$ cat config.mk
export PLATFORM = sky130hd
export DESIGN_NAME = dual_wheel_pi_speed_control_unit
export DESIGN_NICKNAME = d
export VERILOG_FILES = /design/src/rtl/core/dwsc_pkg.sv /design/src/rtl/core/dwsc_pi_lane.sv /design/src/rtl/core/dual_wheel_pi_speed_control_unit.sv
export VERILOG_INCLUDE_DIRS = /design/src /design/src/rtl/core
export SDC_FILE = /design/constraint.sdc
export NUM_CORES = 2
export LEC_CHECK = 0
export ABC_AREA = 1
export BUFFER_PORTS_ARGS = -buffer_cell sky130_fd_sc_hd__buf_4
export CAP_MARGIN = 20
export CORE_MARGIN = 5
export CORE_UTILIZATION = 66
export CTS_CLUSTER_DIAMETER = 50
export DETAILED_ROUTE_END_ITERATION = 8
export PLACE_DENSITY = 0.83
export SLEW_MARGIN = 25
export SYNTH_ARGS = -nofsm -noshare
export SYNTH_HDL_FRONTEND = slang
export SYNTH_HIERARCHICAL = 1
export SYNTH_SLANG_ARGS = --single-unit
$ cat constraint.sdc
create_clock -name clk -period 9.3 [get_ports clk]
set_clock_uncertainty 0.2 [all_clocks]
set_input_delay 0.93 -clock clk [delete_from_list [all_inputs] [get_ports clk]]
set_output_delay 0.93 -clock clk [all_outputs]
set_load 0.02 [all_outputs]
$ cat src/rtl/core/assert_macros.svh
// assert_macros.svh - assertion wrappers for the core RTL.
// No dependencies; taken in by `include where a module checks itself.
`ifndef ASSERT_MACROS_SVH
`define ASSERT_MACROS_SVH

`ifndef SYNTH
// clocked check, switched off while reset is held
`define DWSC_ASSERT(lbl, clk, rstn, prop, msg) \
    lbl: assert property (@(posedge clk) disable iff (!rstn) (prop)) else $error(msg);
// clocked check with no reset qualifier
`define DWSC_ASSERT_ALWAYS(lbl, clk, prop, msg) \
    lbl: assert property (@(posedge clk) (prop)) else $error(msg);
`else
`define DWSC_ASSERT(lbl, clk, rstn, prop, msg)
`define DWSC_ASSERT_ALWAYS(lbl, clk, prop, msg)
`endif

`endif

$ cat src/rtl/core/dwsc_pkg.sv
// dwsc_pkg.sv - constants, register indexes and lane control type for the
// dual-wheel PI speed control core. No dependencies.
`default_nettype none

package dwsc_pkg;

    localparam int PWM_PERIOD_COUNTS = 4000;
    localparam int TICK_MS           = 20;
    localparam int COUNT_BITS        = 16;
    localparam int FRAC_BITS         = 8;

    localparam int SPD_W      = 16;
    localparam int GAIN_W     = 16;
    localparam int CNT_IN_W   = 16;
    localparam int CMP_W      = 12;
    localparam int TIME_W     = 32;
    localparam int CFG_IDX_W  = 3;
    localparam int CFG_DATA_W = 16;

    localparam int ERR_W     = SPD_W + 1;
    localparam int PROD_W    = GAIN_W + ERR_W;
    localparam int INTEG_LIM = PWM_PERIOD_COUNTS * (2 ** FRAC_BITS);
    localparam int INTEG_W   = $clog2(INTEG_LIM + 1) + 1;
    localparam int SUM_W     = ((PROD_W > INTEG_W) ? PROD_W : INTEG_W) + 1;
    localparam int DUTY_W    = $clog2(PWM_PERIOD_COUNTS + 1);

    localparam logic [CFG_IDX_W-1:0] REG_ENABLE       = 3'd0;
    localparam logic [CFG_IDX_W-1:0] REG_KP_GAIN      = 3'd1;
    localparam logic [CFG_IDX_W-1:0] REG_KI_GAIN      = 3'd2;
    localparam logic [CFG_IDX_W-1:0] REG_LEFT_TARGET  = 3'd3;
    localparam logic [CFG_IDX_W-1:0] REG_RIGHT_TARGET = 3'd4;

    localparam logic signed [GAIN_W-1:0] KP_RESET = 16'sd512;
    localparam logic signed [GAIN_W-1:0] KI_RESET = 16'sd128;

    // stage load strobes shared by both lanes, plus integral clear
    typedef struct packed {
        logic ld1;
        logic ld2;
        logic ld3;
        logic ld4;
        logic clr;
    } lane_ctl_t;

endpackage

`default_nettype wire

$ cat src/rtl/core/dwsc_pi_lane.sv
// dwsc_pi_lane.sv - one wheel's PI lane: error, products, integral with
// anti-windup, duty clamp. Four stages. Depends on dwsc_pkg, assert_macros.svh.
`default_nettype none
`include "assert_macros.svh"

module dwsc_pi_lane (
    input  logic                                  clk,
    input  logic                                  rst_n,
    input  dwsc_pkg::lane_ctl_t                   ctl,
    input  logic                                  en,
    input  logic signed [dwsc_pkg::SPD_W-1:0]     speed,
    input  logic signed [dwsc_pkg::SPD_W-1:0]     target,
    input  logic signed [dwsc_pkg::GAIN_W-1:0]    kp,
    input  logic signed [dwsc_pkg::GAIN_W-1:0]    ki,
    output logic                                  en_out,
    output logic signed [dwsc_pkg::SPD_W-1:0]     speed_out,
    output logic        [dwsc_pkg::DUTY_W-1:0]    duty_out
);

    localparam int ERR_W  = dwsc_pkg::ERR_W;
    localparam int PROD_W = dwsc_pkg::PROD_W;
    localparam int SUM_W  = dwsc_pkg::SUM_W;
    localparam int INT_W  = dwsc_pkg::INTEG_W;
    localparam int SPD_W  = dwsc_pkg::SPD_W;
    localparam int DUTY_W = dwsc_pkg::DUTY_W;

    localparam logic signed [SUM_W-1:0] LIM_S = SUM_W'(dwsc_pkg::INTEG_LIM);
    localparam logic signed [INT_W-1:0] LIM_I = INT_W'(dwsc_pkg::INTEG_LIM);
    localparam logic signed [SUM_W-1:0] PER_S = SUM_W'(dwsc_pkg::PWM_PERIOD_COUNTS);
    localparam logic [DUTY_W-1:0]       PER_D = DUTY_W'(dwsc_pkg::PWM_PERIOD_COUNTS);

    // stage 1
    logic                     en1_reg;
    logic signed [SPD_W-1:0]  spd1_reg;
    logic signed [ERR_W-1:0]  err1_reg;
    // stage 2
    logic                     en2_reg;
    logic signed [SPD_W-1:0]  spd2_reg;
    logic signed [PROD_W-1:0] kpp2_reg;
    logic signed [PROD_W-1:0] kip2_reg;
    // stage 3
    logic                     en3_reg;
    logic signed [SPD_W-1:0]  spd3_reg;
    logic signed [PROD_W-1:0] kpp3_reg;
    logic signed [INT_W-1:0]  integ_reg;
    // stage 4
    logic                     en4_reg;
    logic signed [SPD_W-1:0]  spd4_reg;
    logic        [DUTY_W-1:0] duty4_reg;

    logic signed [ERR_W-1:0]  err_next;
    logic signed [PROD_W-1:0] kp_prod;
    logic signed [PROD_W-1:0] ki_prod;
    logic signed [SUM_W-1:0]  integ_sum;
    logic signed [SUM_W-1:0]  integ_clamped;
    logic signed [INT_W-1:0]  integ_next;
    logic signed [SUM_W-1:0]  acc;
    logic signed [SUM_W-1:0]  quo;
    logic        [DUTY_W-1:0] duty_next;

    assign err_next = ERR_W'(target) - ERR_W'(speed);
    assign kp_prod  = PROD_W'(kp) * PROD_W'(err1_reg);
    assign ki_prod  = PROD_W'(ki) * PROD_W'(err1_reg);

    // anti-windup: clamp the running integral to +-period in Q8
    always_comb
    begin
        integ_sum = SUM_W'(integ_reg) + SUM_W'(kip2_reg);
        if (integ_sum > LIM_S)
            integ_clamped = LIM_S;
        else if (integ_sum < -LIM_S)
            integ_clamped = -LIM_S;
        else
            integ_clamped = integ_sum;
        integ_next = en2_reg ? integ_clamped[INT_W-1:0] : '0;
    end

    // negative sums truncate to zero or below, so the clamp covers them
    always_comb
    begin
        acc = SUM_W'(kpp3_reg) + SUM_W'(integ_reg);
        quo = acc >>> dwsc_pkg::FRAC_BITS;
        if (!en3_reg || acc[SUM_W-1] || (acc == '0))
            duty_next = '0;
        else if (quo > PER_S)
            duty_next = PER_D;
        else
            duty_next = quo[DUTY_W-1:0];
    end

    always_ff @(posedge clk)
    begin
        if (ctl.ld1)
        begin
            en1_reg  <= en;
            spd1_reg <= speed;
            err1_reg <= err_next;
        end
        if (ctl.ld2)
        begin
            en2_reg  <= en1_reg;
            spd2_reg <= spd1_reg;
            kpp2_reg <= kp_prod;
            kip2_reg <= ki_prod;
        end
        if (ctl.ld3)
        begin
            en3_reg  <= en2_reg;
            spd3_reg <= spd2_reg;
            kpp3_reg <= kpp2_reg;
        end
        if (ctl.ld4)
        begin
            en4_reg   <= en3_reg;
            spd4_reg  <= spd3_reg;
            duty4_reg <= duty_next;
        end
    end

    // integral is loop state; stage 3 holds at most one tick, so stage 4
    // reads the value that tick left behind
    always_ff @(posedge clk or negedge rst_n)
    begin
        if (!rst_n)
            integ_reg <= '0;
        else if (ctl.clr)
            integ_reg <= '0;
        else if (ctl.ld3)
            integ_reg <= integ_next;
    end

    assign en_out    = en4_reg;
    assign speed_out = spd4_reg;
    assign duty_out  = duty4_reg;

    `DWSC_ASSERT(a_integ_bound, clk, rst_n, (integ_reg <= LIM_I) && (integ_reg >= -LIM_I), "integral outside anti-windup limit")

endmodule

`default_nettype wire

$ cat src/rtl/core/dual_wheel_pi_speed_control_unit.sv
// Dual-wheel PI speed control unit.
// Input channel in_valid/in_ready carries one control tick: left_count (raw
// left quadrature counter) and right_pulses (right pulses since last tick).
// Output channel out_valid/out_ready returns one result per tick: active,
// time_ms, measured speeds, inverted PWM compare values and driver pins.
// Configuration is a plain write port (cfg_we, cfg_index, cfg_data) for
// enable, kp_gain, ki_gain, left_target, right_target; write it only while
// no tick is in flight. Gain/target writes and an enable rise clear both
// integrals.
// Two identical PI lanes (left, right) run side by side, each four stages:
// error, gain multiplies, integral update, duty clamp; a merge stage builds
// the result register. Throughput is one tick per cycle while out_ready
// does not hold the result back; each lane's integral register is the only
// loop and closes in one add and clamp.
// The pipeline collapses bubbles: while the result waits on out_ready the
// earlier stages keep filling, and in_ready drops only with all five full.
// Reset: enable 0, kp 2.0, ki 0.5, targets 0, integrals, last count and
// timestamp 0, pipeline empty.
// Depends on dwsc_pkg, dwsc_pi_lane, assert_macros.svh.
`default_nettype none
`include "assert_macros.svh"

module dual_wheel_pi_speed_control_unit (
    input  logic                                   clk,
    input  logic                                   rst_n,
    input  logic                                   cfg_we,
    input  logic [dwsc_pkg::CFG_IDX_W-1:0]         cfg_index,
    input  logic [dwsc_pkg::CFG_DATA_W-1:0]        cfg_data,
    input  logic                                   in_valid,
    output logic                                   in_ready,
    input  logic [dwsc_pkg::CNT_IN_W-1:0]          left_count,
    input  logic signed [dwsc_pkg::SPD_W-1:0]      right_pulses,
    output logic                                   out_valid,
    input  logic                                   out_ready,
    output logic                                   active,
    output logic [dwsc_pkg::TIME_W-1:0]            time_ms,
    output logic signed [dwsc_pkg::SPD_W-1:0]      left_speed,
    output logic signed [dwsc_pkg::SPD_W-1:0]      right_speed,
    output logic [dwsc_pkg::CMP_W-1:0]             left_compare,
    output logic [dwsc_pkg::CMP_W-1:0]             right_compare,
    output logic                                   left_in1,
    output logic                                   left_in2,
    output logic                                   right_in1,
    output logic                                   right_in2
);

    localparam int SPD_W  = dwsc_pkg::SPD_W;
    localparam int CNT_W  = dwsc_pkg::COUNT_BITS;
    localparam int DX_W   = ((CNT_W > SPD_W) ? CNT_W : SPD_W) + 1;
    localparam int DUTY_W = dwsc_pkg::DUTY_W;
    localparam int CMP_W  = dwsc_pkg::CMP_W;
    localparam int SPD_MAX_I = (2 ** (SPD_W - 1)) - 1;

    localparam logic signed [DX_W-1:0] SPD_HI = DX_W'(SPD_MAX_I);
    localparam logic signed [DX_W-1:0] SPD_LO = DX_W'(-SPD_MAX_I - 1);
    localparam logic [DUTY_W-1:0] PER_D = DUTY_W'(dwsc_pkg::PWM_PERIOD_COUNTS);
    localparam logic [CMP_W-1:0]  CMP_STOP = CMP_W'(dwsc_pkg::PWM_PERIOD_COUNTS);
    localparam logic [dwsc_pkg::TIME_W-1:0] TICK_T = dwsc_pkg::TIME_W'(dwsc_pkg::TICK_MS);

    // configuration
    logic                                enable_reg;
    logic signed [dwsc_pkg::GAIN_W-1:0]  kp_reg;
    logic signed [dwsc_pkg::GAIN_W-1:0]  ki_reg;
    logic signed [SPD_W-1:0]             left_target_reg;
    logic signed [SPD_W-1:0]             right_target_reg;
    logic                                integ_clr;

    // tick state and pipeline control
    logic [dwsc_pkg::CNT_IN_W-1:0]       last_left_reg;
    logic [dwsc_pkg::TIME_W-1:0]         ts_reg;
    logic v1_reg, v2_reg, v3_reg, v4_reg, out_valid_reg;
    logic rdy1, rdy2, rdy3, rdy4, adv_out, mv4, ld1;
    dwsc_pkg::lane_ctl_t                 lane_ctl;

    // left speed front end
    logic [CNT_W-1:0]        cnt_diff;
    logic signed [DX_W-1:0]  diff_x;
    logic signed [SPD_W-1:0] left_spd;
    logic signed [SPD_W-1:0] left_lane_spd;
    logic signed [SPD_W-1:0] right_lane_spd;

    // lane results
    logic                    l_en4, r_en4;
    logic signed [SPD_W-1:0] l_spd4, r_spd4;
    logic [DUTY_W-1:0]       l_duty4, r_duty4;

    // result register
    logic                    active_reg;
    logic signed [SPD_W-1:0] lspd_reg, rspd_reg;
    logic [CMP_W-1:0]        lcmp_reg, rcmp_reg;
    logic                    lin2_reg;

    always_comb
    begin
        integ_clr = 1'b0;
        if (cfg_we)
        begin
            unique case (cfg_index)
                dwsc_pkg::REG_ENABLE:       integ_clr = cfg_data[0] && !enable_reg;
                dwsc_pkg::REG_KP_GAIN,
                dwsc_pkg::REG_KI_GAIN,
                dwsc_pkg::REG_LEFT_TARGET,
                dwsc_pkg::REG_RIGHT_TARGET: integ_clr = 1'b1;
                default:                    integ_clr = 1'b0;
            endcase
        end
    end

    always_ff @(posedge clk or negedge rst_n)
    begin
        if (!rst_n)
        begin
            enable_reg       <= 1'b0;
            kp_reg           <= dwsc_pkg::KP_RESET;
            ki_reg           <= dwsc_pkg::KI_RESET;
            left_target_reg  <= '0;
            right_target_reg <= '0;
        end
        else if (cfg_we)
        begin
            unique case (cfg_index)
                dwsc_pkg::REG_ENABLE:       enable_reg       <= cfg_data[0];
                dwsc_pkg::REG_KP_GAIN:      kp_reg           <= cfg_data;
                dwsc_pkg::REG_KI_GAIN:      ki_reg           <= cfg_data;
                dwsc_pkg::REG_LEFT_TARGET:  left_target_reg  <= cfg_data;
                dwsc_pkg::REG_RIGHT_TARGET: right_target_reg <= cfg_data;
                default:                    ;
            endcase
        end
    end

    // each stage loads when the one after it is empty or moving on
    assign adv_out = !out_valid_reg || out_ready;
    assign mv4     = v4_reg && adv_out;
    assign rdy4    = !v4_reg || adv_out;
    assign rdy3    = !v3_reg || rdy4;
    assign rdy2    = !v2_reg || rdy3;
    assign rdy1    = !v1_reg || rdy2;
    assign in_ready = rdy1;
    assign ld1     = in_valid && rdy1;

    assign lane_ctl.ld1 = ld1;
    assign lane_ctl.ld2 = v1_reg && rdy2;
    assign lane_ctl.ld3 = v2_reg && rdy3;
    assign lane_ctl.ld4 = v3_reg && rdy4;
    assign lane_ctl.clr = integ_clr;

    always_ff @(posedge clk or negedge rst_n)
    begin
        if (!rst_n)
        begin
            v1_reg        <= 1'b0;
            v2_reg        <= 1'b0;
            v3_reg        <= 1'b0;
            v4_reg        <= 1'b0;
            out_valid_reg <= 1'b0;
            last_left_reg <= '0;
            ts_reg        <= '0;
        end
        else
        begin
            v1_reg        <= ld1 || (v1_reg && !lane_ctl.ld2);
            v2_reg        <= lane_ctl.ld2 || (v2_reg && !lane_ctl.ld3);
            v3_reg        <= lane_ctl.ld3 || (v3_reg && !lane_ctl.ld4);
            v4_reg        <= lane_ctl.ld4 || (v4_reg && !mv4);
            out_valid_reg <= mv4 || (out_valid_reg && !out_ready);
            if (ld1 && enable_reg)
                last_left_reg <= left_count;
            // timestamp steps as each result lands, in tick order
            if (mv4)
                ts_reg <= ts_reg + TICK_T;
        end
    end

    // counter difference modulo 2^COUNT_BITS, sign-extended, saturated
    always_comb
    begin
        cnt_diff = CNT_W'(left_count) - CNT_W'(last_left_reg);
        diff_x   = DX_W'($signed(cnt_diff));
        if (diff_x > SPD_HI)
            left_spd = SPD_W'(SPD_HI);
        else if (diff_x < SPD_LO)
            left_spd = SPD_W'(SPD_LO);
        else
            left_spd = diff_x[SPD_W-1:0];
    end

    assign left_lane_spd  = enable_reg ? left_spd : '0;
    assign right_lane_spd = enable_reg ? right_pulses : '0;

    dwsc_pi_lane u_left_lane (
        .clk       (clk),
        .rst_n     (rst_n),
        .ctl       (lane_ctl),
        .en        (enable_reg),
        .speed     (left_lane_spd),
        .target    (left_target_reg),
        .kp        (kp_reg),
        .ki        (ki_reg),
        .en_out    (l_en4),
        .speed_out (l_spd4),
        .duty_out  (l_duty4)
    );

    dwsc_pi_lane u_right_lane (
        .clk       (clk),
        .rst_n     (rst_n),
        .ctl       (lane_ctl),
        .en        (enable_reg),
        .speed     (right_lane_spd),
        .target    (right_target_reg),
        .kp        (kp_reg),
        .ki        (ki_reg),
        .en_out    (r_en4),
        .speed_out (r_spd4),
        .duty_out  (r_duty4)
    );

    // merge: inverted compare values and left direction pins
    always_ff @(posedge clk)
    begin
        if (mv4)
        begin
            active_reg <= l_en4;
            lspd_reg   <= l_spd4;
            rspd_reg   <= r_spd4;
            lcmp_reg   <= CMP_W'(PER_D - l_duty4);
            rcmp_reg   <= CMP_W'(PER_D - r_duty4);
            lin2_reg   <= (l_duty4 != '0);
        end
    end

    assign out_valid     = out_valid_reg;
    assign active        = active_reg;
    assign time_ms       = ts_reg;
    assign left_speed    = lspd_reg;
    assign right_speed   = rspd_reg;
    assign left_compare  = lcmp_reg;
    assign right_compare = rcmp_reg;
    assign left_in1      = !lin2_reg;
    assign left_in2      = lin2_reg;
    assign right_in1     = 1'b1;
    assign right_in2     = 1'b0;

    `DWSC_ASSERT(a_stopped_result, clk, rst_n, (out_valid_reg && !active_reg) |-> ((lcmp_reg == CMP_STOP) && (rcmp_reg == CMP_STOP) && !lin2_reg), "stopped tick with motor drive")
    `DWSC_ASSERT(a_lanes_agree, clk, rst_n, v4_reg |-> (l_en4 == r_en4), "lanes disagree on enable")
    `DWSC_ASSERT(a_full_stall, clk, rst_n, (v1_reg && v2_reg && v3_reg && v4_reg && out_valid_reg && !out_ready) |-> !in_ready, "transfer accepted into full pipeline")

endmodule

`default_nettype wire
Word-level counts from Yosys, hierarchy flattened. Cells that the tools add are included. W data, S select, Z words.

Register bits: 606. Bits of input ports: 56. Output and inout port bits: 95. Logic and storage cells: 140.

$add $sub $neg: 10. $mul: 4. Magnitude comparators: 8. Equality and inequality tests: 4. Multiplexer cells: 18. Reductions and logical operators: 52.

Operators with widths (number): $mux W21 (10); $mul A16 B17 Y33 (4); $add A21 B33 Y34 (2); $add A33 B21 Y34 (2); $gt A34 B21 Y1 const B (2); $logic_not A34 Y1 (2); $lt A34 B21 Y1 const B (2); $mux W16 (4); $gt A26 B13 Y1 const B (2); $sub A16 B16 Y17 (2); $add A32 B5 Y32 const B (1); $mux W12 (2); $sub A12 B12 Y12 const A (2); $gt A16 B16 Y1 const B (1); $lt A16 B16 Y1 const B (1); $sub A16 B16 Y16 (1); $logic_or A1 B1 Y1 (14); $logic_not A1 Y1 (13); $logic_and A1 B1 Y1 (12); $reduce_bool A12 Y1 (1); $reduce_and A2 Y1 (5); $eq A3 B2 Y1 const B (2); $reduce_or A2 Y1 (2); $reduce_or A4 Y1 (1); other kinds (6) (6).

Longest topological paths before layout.
Depth in word-level cells: 9. Gate-level depth with buffers: 28. Depth with buffers taken out: 26.

By module. Netlist, hierarchy kept.

Modules (own cells, without submodules): dwsc_pi_lane at u_left_lane (instances 1, cells each 4420, area each 34823.4 um2, seq. area each 6411.1 um2); dwsc_pi_lane at u_right_lane (instances 1, cells each 4290, area each 34384.2 um2, seq. area each 6411.1 um2); dual_wheel_pi_speed_control_unit (instances 1, cells each 928, area each 8200.4 um2, seq. area each 4647.0 um2).

Worst setup path after synthesis. OpenSTA, ideal clock, no wires.

Path type: input port to flip-flop. From: input port out_ready. To: register u_left_lane.en2_reg (enable). Library setup time: 0.695 ns. Arrival time: 8.148 ns. Required time: 8.405 ns. Setup slack: 0.256 ns. Stages on the path: 6. Path buffers: 0. Path through: inv_1 nand2_4 nor2_4 nand2_2 nor2_4 nor2_1.

RTL lines: start, declared (line dual_wheel_pi_speed_control_unit.sv:34) `input logic out_ready,`; end signal, assigned (line dwsc_pi_lane.sv:101) `en2_reg <= en1_reg;`; end, declared (line dwsc_pi_lane.sv:37) `logic en2_reg;`.

Worst setup path after layout.
From: register kp_reg[2] (netlist name). To: register u_right_lane.kpp2_reg[32] (data pin).

Longest elaborated chain between the ends: 1.

Ends and longest elaborated chain: start, declared (line dual_wheel_pi_speed_control_unit.sv:62) `logic signed [dwsc_pkg::GAIN_W-1:0] kp_reg;`; start signal, assigned (line dual_wheel_pi_speed_control_unit.sv:114) `kp_reg <= dwsc_pkg::KP_RESET;`; start signal, assigned (line dual_wheel_pi_speed_control_unit.sv:123) `dwsc_pkg::REG_KP_GAIN: kp_reg <= cfg_data;`; $mul A16 B17 Y33 (line dwsc_pi_lane.sv:62) `assign kp_prod = PROD_W'(kp) * PROD_W'(err1_reg);`; named net u_right_lane.kp_prod[32] (line dwsc_pi_lane.sv:52) `logic signed [PROD_W-1:0] kp_prod;`; end signal, assigned (line dwsc_pi_lane.sv:103) `kpp2_reg <= kp_prod;`; end, declared (line dwsc_pi_lane.sv:39) `logic signed [PROD_W-1:0] kpp2_reg;`.

The timed path passes the listed nets, and every way through them passes these cells. A chain may end at the register's enable or synchronous reset.

==> summary.txt <==
Setup path
  • Most used cell, CP: fa_1
  • R2R depth: 22
  • Critical Path Source Type: register
  • Critical Path Fanout Max: 17
  • Critical path depth in cells: 22
  • Critical path buffer and inverter count: 5
  • Worst setup path category: reg2reg
  • R2R Setup Slk: 2.12 ns
  • Top Family by Delay on Critical Path: adder cells
  • Worst path slowest cell: fa_1
  • CP max stage delay: roughly 0.89 ns
  • Crit path DAT: ~7.4 ns
  • Worst path required time: between 9 and 10 ns
  • R2R Path Start: kp_reg[2]$_DFFE_PN0P_
  • CP startpoint: kp_reg[2]$_DFFE_PN0P_
  • Worst r2r dst: u_right_lane/kpp2_reg[32]$_DFFE_PP_
  • CP endpoint: u_right_lane/kpp2_reg[32]$_DFFE_PP_
  • Critical Path End Type: register
  • Critical path, cell by cell: buf_4, nand2_1, inv_1, fa_1, fa_1, fa_1, fa_1, fa_1, inv_1, fa_1, inv_1, ha_1, nand2_1, nor2_1, inv_1, nor2_1, nand3_1, nand3_1, nand2_1, o211ai_1, a21oi_1, xor2_1

STA
  • Fmax achieved: roughly 0.14 GHz
  • Fin. Hold Viols: 0
  • Setup violations, final: 0
  • Sum of negative setup slack: 0 ns
  • Unrepaired setup endpoints after global routing: no
  • Worst-Margin Slew: about 1.2 ns
  • Period utilization: 0.772
  • Max-slew headroom: 0.223
  • Min Tclk post-route: slightly above 7 ns
  • Hold WS: 0.206 ns
  • Slew Limit Fails: 0

Die
  • Core Area: ~120,000 sq um
  • Row count: 125
  • Die span in x: ~350 um
  • Starting Density: 0.665
  • Die Height: 352 um
  • I/O pin count: ~150
  • Die area: 124,000 sq um

Cells and area
  • Fillers: a little under 9,000
  • FF+latch area: ~17,000 sq um
  • Share of post-route cells with drive strength above 1: 0.0506
  • Multi-input logic area: 49,100 sq um
  • Final Net Count: 11,377
  • Area growth, synth to finish: 7.18%

Flow run
  • Max Cap Violations: 0

Detailed routing
  • WL/cell: 18.6 um
  • DR DRC count: 0
  • Starting DRT DRC Count: about 6,100
  • Via/cell ratio: around 5.5
  • Via count: between 60,000 and 70,000
  • Routed WL: around 210,000 um
  • Drt first pass iters: 8
  • Routed Antenna Nets: 0

GRT
  • GRT Util Overall: 0.340
  • Initial antenna violation count: 16
  • Global-route wire length before repair: about 340,000 um
  • Vias in the first global route: ~64,000
  • Total grt overflow: 0
  • Largest net degree at the start of global routing: between 60 and 70

CTS
  • H-tree depth: 3
  • Worst skew pair latency: slightly below 0.7 ns
  • Setup Fix Bufs, Post-CTS: 0
  • TritonCTS clock tree: built
  • Hold-fix buffers, CTS: 1
  • TritonCTS Buffers: between 80 and 90
  • Count of cells resized by post-cts repair: 0
  • Clock Sinks: between 600 and 700
  • CTS max path bufs: 3
  • CTS Root Buffer Type: clkbuf_16
  • Clock Pin Slew Worst Setup and Hold Paths: 0.06 ns

Placement
  • DP HPWL: about 170,000 um
  • PortBufs: 146
  • GPL Wtd Cong: ~0.97

Logic synthesis
  • Syn Std Cell Area: around 77,000 sq um
  • Mean Syn Cell Area: roughly 8 sq um
  • Yosys warns: 6
  • Synthesized instance count: 9,637

Hold path
  • HP Start: u_right_lane/spd3_reg[5]$_DFFE_PP_
  • Hold Path Class: reg2reg

Status
  • Status: completed
## how the worst min path moves through the flow
stage | endpoint | slack (ns) | cells after the start
global placement | right_speed[15]$_DFFE_PP_ | 0.20 | 0
floorplan | active$_DFFE_PP_ | 0.20 | 0
finish | u_right_lane/speed_out[5]$_DFFE_PP_ | 0.21 | 0
global route | u_right_lane/spd2_reg[2]$_DFFE_PP_ | 0.21 | 0
CTS | u_right_lane/spd2_reg[2]$_DFFE_PP_ | 0.20 | 0
detailed placement | left_speed[5]$_DFFE_PP_ | 0.20 | 0
## worst reg2reg max path, cell delays in order, from the launching register on
cell and delay, ns:
dfrtp_1 0.87, buf_4 0.42, nand2_1 0.15, inv_1 0.10, fa_1 0.56, fa_1 0.89, fa_1 0.55, fa_1 0.51
fa_1 0.49, inv_1 0.05, fa_1 0.47, inv_1 0.04, ha_1 0.34, nand2_1 0.12, nor2_1 0.11, inv_1 0.06
nor2_1 0.15, nand3_1 0.10, nand3_1 0.15, nand2_1 0.07, o211ai_1 0.15, a21oi_1 0.13, xor2_1 0.16
## routing by layer
layer,GRT usage,wire length (um),vias to the layer above
li1,-,-,28512
met3,0.0976,24100,727
met2,0.536,94100,3035
met1,0.451,82000,30110
met5,0,108,-
met4,0.129,9390,10
## cells in the final DEF (no fill, tap or decap), types with 14 or more instances in the layout
| cell type | n |
|---|---|
| nand3b_1 | 35 |
| ha_1 | 518 |
| edfxtp_1 | 449 |
| nor2_1 | 451 |
| dfrtp_1 | 153 |
| a21o_1 | 15 |
| inv_1 | 2593 |
| clkbuf_16 | 84 |
| nand2_1 | 2732 |
| nand4_1 | 65 |
| nand3_1 | 275 |
| a21oi_1 | 280 |
| o21ai_0 | 154 |
| nor3_1 | 48 |
| fa_1 | 1111 |
| xor2_1 | 146 |
| nand3_2 | 14 |
| nand2_2 | 31 |
| buf_4 | 228 |
| o21ai_1 | 15 |
| nor2_2 | 28 |
| xnor2_1 | 96 |
| o21bai_1 | 23 |
## metrics by stage
step / instances / utilization / instance area (sq um) / setup WS, ns
after global placement: 11128 / 0.687 / 80000 / 2.32
after CTS: 11285 / 0.712 / 82900 / 2.18
after floorplan: 9639 / - / 77400 / 0.256
after global routing: 11289 / 0.713 / 82900 / 1.75
final: 11290 / 0.713 / 82900 / 2.12
after detailed placement: 11129 / 0.687 / 80000 / 2.21
## layout make-up
cell class                      instances  share of cell area
Antenna cell                            4            0.000121
Tap cell                             1524              0.0230
Clock buffer                           93              0.0258
Timing Repair Buffer                  232              0.0216
Clock inverter                         62             0.00905
Inverter                             2605               0.118
Sequential cell                       607               0.210
Multi-Input combinational cell       6163               0.592
Power is not shown: default switching activity piles up to over one toggle a cycle in this logic, so the estimate is an artifact.
